## config.mk

```make
export PLATFORM = sky130hd
export DESIGN_NAME = vrt_ctrl
export DESIGN_NICKNAME = d
export VERILOG_FILES = /design/src/hw/rtl/vrt_pkg.sv /design/src/hw/rtl/vrt_ctrl.sv
export VERILOG_INCLUDE_DIRS = /design/src /design/src/hw/rtl
export SDC_FILE = /design/constraint.sdc
export NUM_CORES = 1
export LEC_CHECK = 0
export ABC_AREA = 1
export BUFFER_PORTS_ARGS = -buffer_cell sky130_fd_sc_hd__buf_4
export CORE_UTILIZATION = 30
export CTS_BUF_LIST = sky130_fd_sc_hd__clkbuf_4 sky130_fd_sc_hd__clkbuf_8 sky130_fd_sc_hd__clkbuf_16
export CTS_CLUSTER_SIZE = 8
export DETAILED_ROUTE_END_ITERATION = 7
export GPL_TIMING_DRIVEN = 0
export PLACE_DENSITY = 0.51
export SLEW_MARGIN = 20
export SYNTH_ARGS = -nofsm -noshare
export SYNTH_HDL_FRONTEND = slang
export SYNTH_SLANG_ARGS = --single-unit
```

## constraint.sdc

```tcl
create_clock -name clk -period 1.2 [get_ports clk]
set_input_delay 0.12 -clock clk [delete_from_list [all_inputs] [get_ports clk]]
set_output_delay 0.12 -clock clk [all_outputs]
set_load 0.05 [all_outputs]
```

## src/hw/rtl/velocity_rescale_thermostat_top_assert.svh

```systemverilog
// Assertion macros used by the controller RTL of the rescale thermostat.
// Each macro expects clk and rst_n in the scope where it is used.
`ifndef VELOCITY_RESCALE_THERMOSTAT_TOP_ASSERT_SVH
`define VELOCITY_RESCALE_THERMOSTAT_TOP_ASSERT_SVH
`ifndef NO_ASSERTIONS
`define VRT_ASSERT(lbl, prop, msg) \
  lbl: assert property (@(posedge clk) disable iff (!rst_n) (prop)) else $error(msg);
`define VRT_ASSERT_NEXT(lbl, pre, post, msg) \
  lbl: assert property (@(posedge clk) disable iff (!rst_n) (pre) |=> (post)) else $error(msg);
`else
`define VRT_ASSERT(lbl, prop, msg)
`define VRT_ASSERT_NEXT(lbl, pre, post, msg)
`endif
`endif

```

## src/hw/rtl/vrt_pkg.sv

```systemverilog
package vrt_pkg;

  // Controller states
  typedef enum logic [3:0] {
    S_IDLE,
    S_DECODE,
    S_MOD,
    S_CHK,
    S_MUL_LO,
    S_MUL_HI,
    S_DIV_INIT,
    S_DIV,
    S_SQ_INIT,
    S_SQRT,
    S_SET,
    S_FIN
  } state_t;

  // Datapath operations
  typedef enum logic [3:0] {
    OP_NONE,
    OP_LOAD,
    OP_VEL,
    OP_MOD_INIT,
    OP_MOD_STEP,
    OP_MUL_PRE,
    OP_MUL_LO,
    OP_MUL_HI,
    OP_DIV_INIT,
    OP_DIV_STEP,
    OP_SQ_INIT,
    OP_SQ_STEP,
    OP_SET_ONE,
    OP_SET_ROOT
  } op_t;

  typedef struct packed {
    op_t  op;
    logic out_load;
    logic applied;
  } ctl_t;

  typedef struct packed {
    logic mode;
    logic mod_zero;
    logic skip;
    logic sat;
  } sts_t;

  // Configuration register indexes
  localparam logic [2:0] CFG_PERIOD  = 3'd0;
  localparam logic [2:0] CFG_PER_DOF = 3'd1;
  localparam logic [2:0] CFG_TOTAL   = 3'd2;
  localparam logic [2:0] CFG_KBT     = 3'd3;
  localparam logic [2:0] CFG_KB      = 3'd4;
  localparam logic [2:0] CFG_TEMP    = 3'd5;

  localparam logic [31:0] LAMBDA_ONE = 32'h0001_0000;

  localparam int CNT_W     = 6;
  localparam int MOD_STEPS = 32;
  localparam int DIV_STEPS = 64;
  localparam int SQ_STEPS  = 32;

endpackage

```

## src/hw/rtl/vrt_ctrl.sv

```systemverilog
`include "velocity_rescale_thermostat_top_assert.svh"
module vrt_ctrl (
  input  logic          clk,
  input  logic          rst_n,
  input  logic          in_tvalid,
  output logic          in_tready,
  output logic          out_tvalid,
  input  logic          out_tready,
  input  vrt_pkg::sts_t sts,
  output vrt_pkg::ctl_t ctl
);
  import vrt_pkg::*;

  state_t           state_r, state_nxt;
  logic [CNT_W-1:0] cnt_r, cnt_nxt;
  logic             applied_r, applied_nxt;
  logic             out_valid_r, out_valid_nxt;
  logic             can_load;

  // state registers
  always_ff @(posedge clk) begin
    if (!rst_n) begin
      state_r     <= S_IDLE;
      cnt_r       <= '0;
      applied_r   <= 1'b0;
      out_valid_r <= 1'b0;
    end else begin
      state_r     <= state_nxt;
      cnt_r       <= cnt_nxt;
      applied_r   <= applied_nxt;
      out_valid_r <= out_valid_nxt;
    end
  end

  // next state and commands
  always_comb begin
    state_nxt   = state_r;
    cnt_nxt     = '0;
    applied_nxt = applied_r;
    can_load    = !out_valid_r || out_tready;
    ctl         = '{op: OP_NONE, out_load: 1'b0, applied: applied_r};
    in_tready   = (state_r == S_IDLE);
    case (state_r)
      S_IDLE: begin
        if (in_tvalid) begin
          ctl.op    = OP_LOAD;
          state_nxt = S_DECODE;
        end
      end
      S_DECODE: begin
        applied_nxt = 1'b0;
        if (sts.mode) begin
          ctl.op    = OP_VEL;
          state_nxt = S_FIN;
        end else begin
          ctl.op    = OP_MOD_INIT;
          state_nxt = S_MOD;
        end
      end
      S_MOD: begin
        ctl.op  = OP_MOD_STEP;
        cnt_nxt = cnt_r + 1'b1;
        if (cnt_r == CNT_W'(MOD_STEPS - 1))
          state_nxt = S_CHK;
      end
      S_CHK: begin
        applied_nxt = sts.mod_zero;
        if (!sts.mod_zero || sts.skip) begin
          ctl.op    = OP_SET_ONE;
          state_nxt = S_FIN;
        end else begin
          ctl.op    = OP_MUL_PRE;
          state_nxt = S_MUL_LO;
        end
      end
      S_MUL_LO: begin
        ctl.op    = OP_MUL_LO;
        state_nxt = S_MUL_HI;
      end
      S_MUL_HI: begin
        ctl.op    = OP_MUL_HI;
        state_nxt = S_DIV_INIT;
      end
      S_DIV_INIT: begin
        ctl.op    = OP_DIV_INIT;
        state_nxt = S_DIV;
      end
      S_DIV: begin
        if (sts.sat) begin
          state_nxt = S_SQ_INIT;
        end else begin
          ctl.op  = OP_DIV_STEP;
          cnt_nxt = cnt_r + 1'b1;
          if (cnt_r == CNT_W'(DIV_STEPS - 1))
            state_nxt = S_SQ_INIT;
        end
      end
      S_SQ_INIT: begin
        ctl.op    = OP_SQ_INIT;
        state_nxt = S_SQRT;
      end
      S_SQRT: begin
        ctl.op  = OP_SQ_STEP;
        cnt_nxt = cnt_r + 1'b1;
        if (cnt_r == CNT_W'(SQ_STEPS - 1))
          state_nxt = S_SET;
      end
      S_SET: begin
        ctl.op    = OP_SET_ROOT;
        state_nxt = S_FIN;
      end
      S_FIN: begin
        // hold until the result register is free
        if (can_load) begin
          ctl.out_load = 1'b1;
          state_nxt    = S_IDLE;
        end
      end
      default: state_nxt = S_IDLE;
    endcase
    if (ctl.out_load)
      out_valid_nxt = 1'b1;
    else if (out_tready)
      out_valid_nxt = 1'b0;
    else
      out_valid_nxt = out_valid_r;
  end

  assign out_tvalid = out_valid_r;

  `VRT_ASSERT(a_no_overwrite, !ctl.out_load || !out_valid_r || out_tready, "result overwritten")
  `VRT_ASSERT_NEXT(a_div_to_sqrt, state_r == S_DIV && !sts.sat && cnt_r == CNT_W'(DIV_STEPS - 1), state_r == S_SQ_INIT, "divide did not hand over to root")
  `VRT_ASSERT_NEXT(a_root_after_sqrt, ctl.op == OP_SQ_STEP && cnt_r == CNT_W'(SQ_STEPS - 1), ctl.op == OP_SET_ROOT, "root not stored after last step")

endmodule

```

==> run_summary.xml, run 1 <==
<?xml version="1.0" encoding="UTF-8"?>
<metrics>
  <group name="setup_path">
    <metric name="critPathMaxFanout" unit="">7</metric>
    <metric name="crit_chain" unit="">nor2_4, nand2_2, o22ai_2, nor2_2, o21ai_4, buf_6</metric>
    <metric name="criticalPathCategory" unit="">register to output pin</metric>
    <metric name="crit_required" unit="ns">1.08</metric>
    <metric name="worst_path_largest_cell_delay" unit="ns">0.38</metric>
    <metric name="r2r-start" unit="">state_r[3]</metric>
    <metric name="worst-endpoint-arrival" unit="ns">1.41</metric>
    <metric name="critical_path.top_delay_family" unit="">flip-flops</metric>
    <metric name="critical_path.slowest_cell" unit="">sky130_fd_sc_hd__dfxtp_4</metric>
    <metric name="critical_path_buf_inv_count" unit="">1</metric>
    <metric name="critical_path.reg2reg.endpoint" unit="">state_r[1]</metric>
    <metric name="cp-end-kind" unit="">output pin</metric>
    <metric name="ff2ff_path_depth" unit="">10</metric>
    <metric name="timing.reg2reg.setup_slack" unit="ns">-0.20</metric>
    <metric name="critPathLaunchType" unit="">register</metric>
  </group>
  <group name="job">
    <metric name="max_cap_violations" unit="">0</metric>
  </group>
  <group name="floorplan">
    <metric name="floorplan.die.height" unit="um">53.2</metric>
    <metric name="die_width" unit="um">53.2</metric>
    <metric name="pin_count" unit="">16</metric>
    <metric name="floorplan.initialDensity" unit="%">31.8</metric>
    <metric name="std_cell_rows" unit="">18</metric>
    <metric name="std_cell_core_area" unit="um2">2480</metric>
    <metric name="design.die.area" unit="um2">2830</metric>
  </group>
  <group name="synthesis">
    <metric name="synth.yosys.seq_area_share" unit="%">30.5</metric>
    <metric name="syn_avg_cell_area" unit="um2">6.20</metric>
    <metric name="synth.top_cells.by_count" unit="">sky130_fd_sc_hd__nand2_1, sky130_fd_sc_hd__nor2_1, sky130_fd_sc_hd__inv_1</metric>
    <metric name="synth.top_cell.area_share" unit="%">30.5</metric>
    <metric name="synth_seq_cells" unit="">12</metric>
    <metric name="ys_async_sr_fraction" unit="%">0</metric>
    <metric name="syn_inst" unit="">127</metric>
    <metric name="synth_top_area_cell" unit="">sky130_fd_sc_hd__dfxtp_1</metric>
    <metric name="synth.net_count" unit="">136</metric>
    <metric name="dominantRegCellSynth" unit="">sky130_fd_sc_hd__dfxtp_1</metric>
    <metric name="synth_enable_flop_cells" unit="">0</metric>
    <metric name="synth.yosys.warnings" unit="">0</metric>
    <metric name="post_synth_instance_area" unit="um2">787</metric>
    <metric name="top_area_cells_in_the_synthesized_netlist" unit="">sky130_fd_sc_hd__dfxtp_1, sky130_fd_sc_hd__nand2_1, sky130_fd_sc_hd__nor2_1</metric>
    <metric name="synth_cell_type_count" unit="">24</metric>
    <metric name="yosysMostFrequentCell" unit="">sky130_fd_sc_hd__nand2_1</metric>
  </group>
  <group name="cells_and_area">
    <metric name="syn2layout_area_growth" unit="%">67.2</metric>
    <metric name="stdcell_area" unit="um2">1320</metric>
    <metric name="antenna-diode-count" unit="">0</metric>
    <metric name="final.fill_count" unit="">250</metric>
    <metric name="instances_no_fill" unit="">195</metric>
    <metric name="final_nets" unit="">175</metric>
    <metric name="post_route_cells_drive_above_1_share" unit="%">52.1</metric>
  </group>
  <group name="grt">
    <metric name="track_usage" unit="%">17.1</metric>
    <metric name="vias_in_the_first_global_route" unit="">850</metric>
    <metric name="antenna_found_initial" unit="">0</metric>
    <metric name="grt_max_degree" unit="">8</metric>
    <metric name="grt-ovfl-total" unit="">0</metric>
    <metric name="global_route_wire_length_before_repair" unit="um">3520</metric>
  </group>
  <group name="hold_path">
    <metric name="end_of_the_worst_hold_path" unit="">state_r[0]</metric>
    <metric name="timing.hold.worst.start" unit="">rst_n</metric>
    <metric name="hold_path_depth" unit="">3</metric>
    <metric name="hold_path.class" unit="">input port to register</metric>
  </group>
  <group name="clock_tree">
    <metric name="clock_path_buffers" unit="">2</metric>
    <metric name="cts_tree" unit="">yes</metric>
    <metric name="worstSkewPairLatency" unit="ns">0.27</metric>
    <metric name="cts.htree.levels" unit="">1</metric>
    <metric name="tritoncts.num_buffers" unit="">3</metric>
    <metric name="cts.reportedPaths.clkPinSlew" unit="ns">0.07</metric>
    <metric name="cts.sink_count" unit="">12</metric>
    <metric name="holdBufCountCts" unit="">0</metric>
    <metric name="cts_root_buffer" unit="">sky130_fd_sc_hd__clkbuf_4</metric>
  </group>
  <group name="placed_design">
    <metric name="io_buffer_count" unit="">15</metric>
    <metric name="postPlaceCellArea" unit="um2">1010</metric>
    <metric name="place.detailed.instances" unit="">172</metric>
    <metric name="gp_congestion" unit="">0.916</metric>
    <metric name="detailed_placer_s_ending_hpwl" unit="um">1420</metric>
  </group>
  <group name="sta">
    <metric name="drv_slew" unit="">0</metric>
    <metric name="finalHoldViolations" unit="">0</metric>
    <metric name="clock.fmax" unit="GHz">0.652</metric>
    <metric name="worst_slew_pin_slew" unit="ns">0.311</metric>
    <metric name="worst_slack" unit="ns">-0.333</metric>
    <metric name="rsz0062_at_grt" unit="">true</metric>
    <metric name="worst_clock_skew" unit="ns">0.00803</metric>
    <metric name="final_min_period_over_clock_period" unit="%">128</metric>
    <metric name="maxSlewHeadroom" unit="%">79.0</metric>
    <metric name="finalWorstPathRequiredPeriod" unit="ns">1.53</metric>
    <metric name="timing.final.setup_violations" unit="">15</metric>
  </group>
  <group name="power_and_ir_drop">
    <metric name="switching_share" unit="%">47.8</metric>
    <metric name="net-switching-power" unit="mW">1.45</metric>
    <metric name="combinationalPowerShare" unit="%">69.0</metric>
    <metric name="leakage_power_total" unit="nW">0.642</metric>
    <metric name="clockPowerShare" unit="%">10.4</metric>
    <metric name="power.internal" unit="mW">1.58</metric>
    <metric name="power.density_cell_area" unit="nW/um2">2300</metric>
    <metric name="power.share.sequential" unit="%">20.6</metric>
    <metric name="max-vdd-ir-drop" unit="mV">1.78</metric>
  </group>
  <group name="drt">
    <metric name="routed_wl" unit="um">2150</metric>
    <metric name="detail_route.vias_per_cell" unit="">4.57</metric>
    <metric name="wl_per_cell" unit="um">11.0</metric>
    <metric name="vias" unit="">891</metric>
    <metric name="drc" unit="">0</metric>
    <metric name="drtIter0Drc" unit="">17</metric>
    <metric name="ant_nets" unit="">0</metric>
    <metric name="dr.pass1.iters" unit="">5</metric>
  </group>
  <group name="run_status">
    <metric name="violated_checks" unit="">setup timing</metric>
    <metric name="run_status" unit="">finished with violations</metric>
  </group>
</metrics>
repair_timing:
| action | in CTS | in global routing |
|---|---|---|
| resized for setup | 30 | 9 |
| cloned | 0 | 0 |
| buffers inserted | 18 | 5 |
| pin swaps | 19 | 5 |
| endpoints found under the setup margin | 15 | 16 |
state kept, by name, indices dropped and copies added (netlist names):
signal	count
applied_r	1
cnt_r	6
out_tvalid	1
state_r	4
per-layer routing:
metal,track usage [%],routed length (um)
met3,3.45,87
met4,5.70,23
met1,20.4,950
met5,0,0
met2,30.0,1090
kinds of logic (layout without fill, tap and decap cells):
group	count (synthesis)	in the layout	synth area share, %
fa+ha+maj	1	1	1.59
buf+inv	20	58	10.7
flops	12	12	30.5
simple gates	82	82	47.9
xor+xnor	2	2	2.23
compound gates	10	10	7.15
stage by stage:
stage	hold WS, ns	setup TNS [ns]	power (mW)	util [%]	setup WS (ns)
6_report	0.113	-2.52	3.03	53.1	-0.333
5_1_grt	0.118	-4.02	3.25	53.1	-0.435
3_5_place_dp	0.394	-1.68	2.02	40.7	-0.260
3_3_place_gp	0.391	-1.92	2.02	40.7	-0.278
4_1_cts	0.110	-1.93	2.85	50.7	-0.295
2_1_floorplan	0.233	-0.436	1.67	-	-0.185
tightest hold or removal path: stages:
cell	delay, ns
sky130_fd_sc_hd__buf_4	0.14
sky130_fd_sc_hd__nand2_1	0.06
sky130_fd_sc_hd__nor2_1	0.04
worst max path at each step:
| stage | startpoint | endpoint | cells past startpoint |
|---|---|---|---|
| finish | state_r[3] | ctl[2] | 6 |
| global route | state_r[3] | ctl[2] | 6 |
| CTS | state_r[2] | ctl[2] | 6 |
| detailed placement | state_r[0] | ctl[2] | 7 |
| global placement | state_r[0] | ctl[2] | 7 |
| floorplan | state_r[3] | ctl[4] | 3 |
cells in the final DEF (no fill, tap or decap):
cell type	Yosys	final
sky130_fd_sc_hd__o22ai_2	0	1
sky130_fd_sc_hd__inv_2	2	3
sky130_fd_sc_hd__xnor2_1	1	1
sky130_fd_sc_hd__a31oi_1	2	1
sky130_fd_sc_hd__nor2_1	29	22
sky130_fd_sc_hd__nand2_4	0	2
sky130_fd_sc_hd__clkbuf_4	0	3
sky130_fd_sc_hd__buf_6	0	10
sky130_fd_sc_hd__buf_8	0	1
sky130_fd_sc_hd__a21oi_2	0	1
sky130_fd_sc_hd__xor2_1	1	1
sky130_fd_sc_hd__nor2_2	3	6
sky130_fd_sc_hd__a21oi_1	2	1
sky130_fd_sc_hd__dfxtp_2	0	3
sky130_fd_sc_hd__nand2_2	4	7
sky130_fd_sc_hd__nand3b_1	1	1
sky130_fd_sc_hd__o21ai_2	0	2
sky130_fd_sc_hd__nand3_1	11	7
sky130_fd_sc_hd__nand2_1	30	25
sky130_fd_sc_hd__o21ai_0	3	1
sky130_fd_sc_hd__dfxtp_4	0	4
sky130_fd_sc_hd__nand3b_4	1	1
sky130_fd_sc_hd__clkinv_4	0	1
sky130_fd_sc_hd__o211ai_1	1	1
sky130_fd_sc_hd__buf_4	2	25
sky130_fd_sc_hd__dfxtp_1	12	5
sky130_fd_sc_hd__nor2_4	1	5
sky130_fd_sc_hd__nand3_2	0	4
sky130_fd_sc_hd__ha_4	0	1
sky130_fd_sc_hd__a31oi_2	0	1
sky130_fd_sc_hd__inv_1	15	12
sky130_fd_sc_hd__nor3_1	1	1
sky130_fd_sc_hd__nor3b_2	1	1
sky130_fd_sc_hd__clkbuf_8	0	1
sky130_fd_sc_hd__o21ai_4	0	1
sky130_fd_sc_hd__inv_4	0	2
cell type report:
cell class | instances | area, um2 | area share [%]
Multi-Input combinational cell | 95 | 591 | 44.9
Timing Repair Buffer | 34 | 300 | 22.8
Sequential cell | 12 | 259 | 19.7
Inverter | 18 | 77.6 | 5.89
Tap cell | 30 | 37.5 | 2.85
Clock buffer | 4 | 36.3 | 2.76
Buffer | 2 | 15.0 | 1.14
power groups by stage:
stage                     Sequential (mW)  Clock, mW  Combinational (mW)
after floorplan                     0.579          0                1.09
after global placement              0.596          0                1.42
after detailed placement            0.596          0                1.42
after CTS                           0.620      0.328                1.90
after global routing                0.634      0.363                2.25
final                               0.624      0.317                2.09
Note: power is estimated with default switching activity, not from simulation.
==> inputs of run 2 (changes only) <==
==> constraint.sdc (replaced) <==
create_clock -name clk -period 1.2 [get_ports clk]
set_input_delay 0 -clock clk [delete_from_list [all_inputs] [get_ports clk]]
set_output_delay 0 -clock clk [all_outputs]
set_load 0.05 [all_outputs]
==> run_summary.xml, run 2 (same netlist as run 1, synthesis figures left out) <==
<?xml version="1.0" encoding="UTF-8"?>
<metrics>
  <group name="setup_path">
    <metric name="criticalPathCategory" unit="">register to output pin</metric>
    <metric name="critPathLaunchType" unit="">register</metric>
    <metric name="crit_chain" unit="">inv_4, nor2_4, nand3b_4, o21ai_2, a21oi_1, o21ai_2, buf_6</metric>
    <metric name="critical_path.top_delay_family" unit="">flip-flops</metric>
    <metric name="worst_path_largest_cell_delay" unit="ns">0.40</metric>
    <metric name="critPathMaxFanout" unit="">4</metric>
    <metric name="worst-endpoint-arrival" unit="ns">1.41</metric>
    <metric name="critical_path_buf_inv_count" unit="">2</metric>
    <metric name="crit_required" unit="ns">1.20</metric>
    <metric name="timing.reg2reg.setup_slack" unit="ns">-0.17</metric>
    <metric name="cpMostUsedCell" unit="">sky130_fd_sc_hd__o21ai_2</metric>
    <metric name="critical_path.slowest_cell" unit="">sky130_fd_sc_hd__dfxtp_4</metric>
    <metric name="cp-end-kind" unit="">output pin</metric>
  </group>
  <group name="cells_and_area">
    <metric name="most_frequent_cells_in_the_layout" unit="">sky130_fd_sc_hd__nand2_1, sky130_fd_sc_hd__nor2_1, sky130_fd_sc_hd__inv_1, sky130_fd_sc_hd__buf_4, sky130_fd_sc_hd__nand3_1</metric>
    <metric name="antenna-diode-count" unit="">0</metric>
    <metric name="regMostFlops" unit="">cnt_r</metric>
    <metric name="final_core_util" unit="%">46.6</metric>
    <metric name="stdcell_area" unit="um2">1150</metric>
    <metric name="final_nets" unit="">160</metric>
    <metric name="syn2layout_area_growth" unit="%">46.7</metric>
    <metric name="mostFrequentLayoutCell" unit="">sky130_fd_sc_hd__nand2_1</metric>
    <metric name="post_route_cells_drive_above_1_share" unit="%">39.3</metric>
    <metric name="reg_top3" unit="">cnt_r: 6 flops, state_r: 4 flops</metric>
    <metric name="number_of_flip_flops_in_the_largest_register" unit="">6</metric>
    <metric name="instances_no_fill" unit="">180</metric>
  </group>
  <group name="grt">
    <metric name="track_usage" unit="%">14.7</metric>
    <metric name="global_route.usage.met3" unit="%">3.45</metric>
    <metric name="vias_in_the_first_global_route" unit="">699</metric>
    <metric name="antenna_found_initial" unit="">0</metric>
    <metric name="grtUsageMet1" unit="%">19.9</metric>
    <metric name="global_route_wire_length_before_repair" unit="um">2990</metric>
    <metric name="grt-busiest-layer" unit="">met2</metric>
    <metric name="global_routing_met2_resource_utilization" unit="%">22.9</metric>
    <metric name="grt-ovfl-total" unit="">0</metric>
    <metric name="grt_max_degree" unit="">9</metric>
  </group>
  <group name="power_and_ir_drop">
    <metric name="clockPowerShare" unit="%">11.6</metric>
    <metric name="power.share.sequential" unit="%">25.1</metric>
    <metric name="combinationalPowerShare" unit="%">63.3</metric>
    <metric name="switching_share" unit="%">51.8</metric>
    <metric name="max-vdd-ir-drop" unit="mV">1.54</metric>
    <metric name="leakage_power_total" unit="nW">0.561</metric>
    <metric name="power.internal" unit="mW">1.20</metric>
    <metric name="net-switching-power" unit="mW">1.29</metric>
    <metric name="fin_total_pwr" unit="mW">2.48</metric>
    <metric name="power.density_cell_area" unit="nW/um2">2150</metric>
  </group>
  <group name="drt">
    <metric name="drtIter0Drc" unit="">29</metric>
    <metric name="wl_per_cell" unit="um">10.5</metric>
    <metric name="vias" unit="">809</metric>
    <metric name="detail_route.vias_per_cell" unit="">4.49</metric>
    <metric name="routed_wl" unit="um">1880</metric>
    <metric name="dr.pass1.iters" unit="">4</metric>
    <metric name="drc" unit="">0</metric>
    <metric name="ant_nets" unit="">0</metric>
  </group>
  <group name="clock_tree">
    <metric name="cts_tree" unit="">yes</metric>
    <metric name="cts_root_buffer" unit="">sky130_fd_sc_hd__clkbuf_4</metric>
    <metric name="cts.sink_count" unit="">12</metric>
    <metric name="cts.reportedPaths.clkPinSlew" unit="ns">0.08</metric>
    <metric name="worstSkewPairLatency" unit="ns">0.27</metric>
    <metric name="cts.htree.levels" unit="">1</metric>
    <metric name="clock_path_buffers" unit="">2</metric>
    <metric name="tritoncts.num_buffers" unit="">3</metric>
  </group>
  <group name="placed_design">
    <metric name="gp_congestion" unit="">0.889</metric>
    <metric name="io_buffer_count" unit="">15</metric>
    <metric name="postPlaceCellArea" unit="um2">992</metric>
    <metric name="detailed_placer_s_ending_hpwl" unit="um">1440</metric>
    <metric name="place.detailed.instances" unit="">172</metric>
  </group>
  <group name="floorplan">
    <metric name="std_cell_core_area" unit="um2">2480</metric>
    <metric name="std_cell_rows" unit="">18</metric>
    <metric name="design.die.area" unit="um2">2830</metric>
    <metric name="floorplan.die.height" unit="um">53.2</metric>
    <metric name="pin_count" unit="">16</metric>
    <metric name="floorplan.initialDensity" unit="%">31.8</metric>
    <metric name="die_width" unit="um">53.2</metric>
  </group>
  <group name="hold_path">
    <metric name="hold_path.class" unit="">input port to register</metric>
  </group>
  <group name="sta">
    <metric name="finalWorstPathRequiredPeriod" unit="ns">1.41</metric>
    <metric name="worst_slew_pin_slew" unit="ns">0.263</metric>
    <metric name="rsz0062_at_grt" unit="">true</metric>
    <metric name="timing.final.setup_violations" unit="">9</metric>
    <metric name="drv_slew" unit="">0</metric>
    <metric name="worst_clock_skew" unit="ns">0.00833</metric>
    <metric name="finalHoldViolations" unit="">0</metric>
    <metric name="final_min_period_over_clock_period" unit="%">118</metric>
    <metric name="worst_slack_on_hold_paths" unit="ns">0.0431</metric>
    <metric name="maxSlewHeadroom" unit="%">82.4</metric>
    <metric name="worst_slack" unit="ns">-0.213</metric>
    <metric name="clock.fmax" unit="GHz">0.708</metric>
  </group>
  <group name="job">
    <metric name="max_cap_violations" unit="">0</metric>
  </group>
  <group name="run_status">
    <metric name="violated_checks" unit="">setup timing</metric>
    <metric name="run_status" unit="">finished with violations</metric>
  </group>
</metrics>
## run 2: through the flow
| step | worst slack [ns] | TNS (ns) |
|---|---|---|
| 6_report | -0.213 | -1.30 |
| 3_5_place_dp | -0.159 | -0.820 |
| 5_1_grt | -0.287 | -2.45 |
| 4_1_cts | -0.208 | -1.14 |
| 2_1_floorplan | -0.0700 | -0.124 |
| 3_3_place_gp | -0.190 | -0.773 |
## run 2: repair_timing
item                                    in CTS  in global routing
endpoints found under the setup margin      16                 16
buffers inserted                             3                  0
cloned                                       0                  0
endpoints found under the hold margin        3                  0
gates resized for setup                     23                  5
hold buffers                                 1                  0
pin swaps                                    6                  2
## run 2: path summary, 6_finish.rpt
kind / start / to / depth (start not counted)
min: sts[2] / applied_r / 3
min reg2reg: cnt_r[0] / cnt_r[0] / 1
max reg2reg: state_r[1] / state_r[3] / 9
max: state_r[2] / ctl[2] / 7
## run 2: area by class of cell
cell class / count / area [um2]
inverter: 18 / 75.1
tap: 30 / 37.5
sequential: 12 / 259
timing repair buffer: 19 / 175
multi-input combinational: 95 / 563
buffer: 2 / 15.0
fill: 257 / 1320
clock buffer: 4 / 30.0
## run 2: per-layer routing
| metal | routed length (um) | vias up | part of all wire, % |
|---|---|---|---|
| li1 | - | 441 | - |
| met1 | 958 | 355 | 51 |
| met2 | 861 | 13 | 46 |
| met3 | 64 | 0 | 3.4 |
| met4 | 0 | 0 | 0 |
| met5 | 0 | - | 0 |
## run 2: power by group through the flow
stage	sequential [mW]	clock (mW)	combinational [mW]
6_report	0.623	0.288	1.57
5_1_grt	0.632	0.324	1.71
4_1_cts	0.614	0.300	1.53
3_5_place_dp	0.583	0	1.37
3_3_place_gp	0.582	0	1.37
2_1_floorplan	0.568	0	1.05
## run 2: worst register-to-register path: cells and delay by family, from the launching register on
kind	cells	cell delay (ns)
compound gates	1	0.07
buf+inv	2	0.12
flops	1	0.42
simple gates	6	0.66
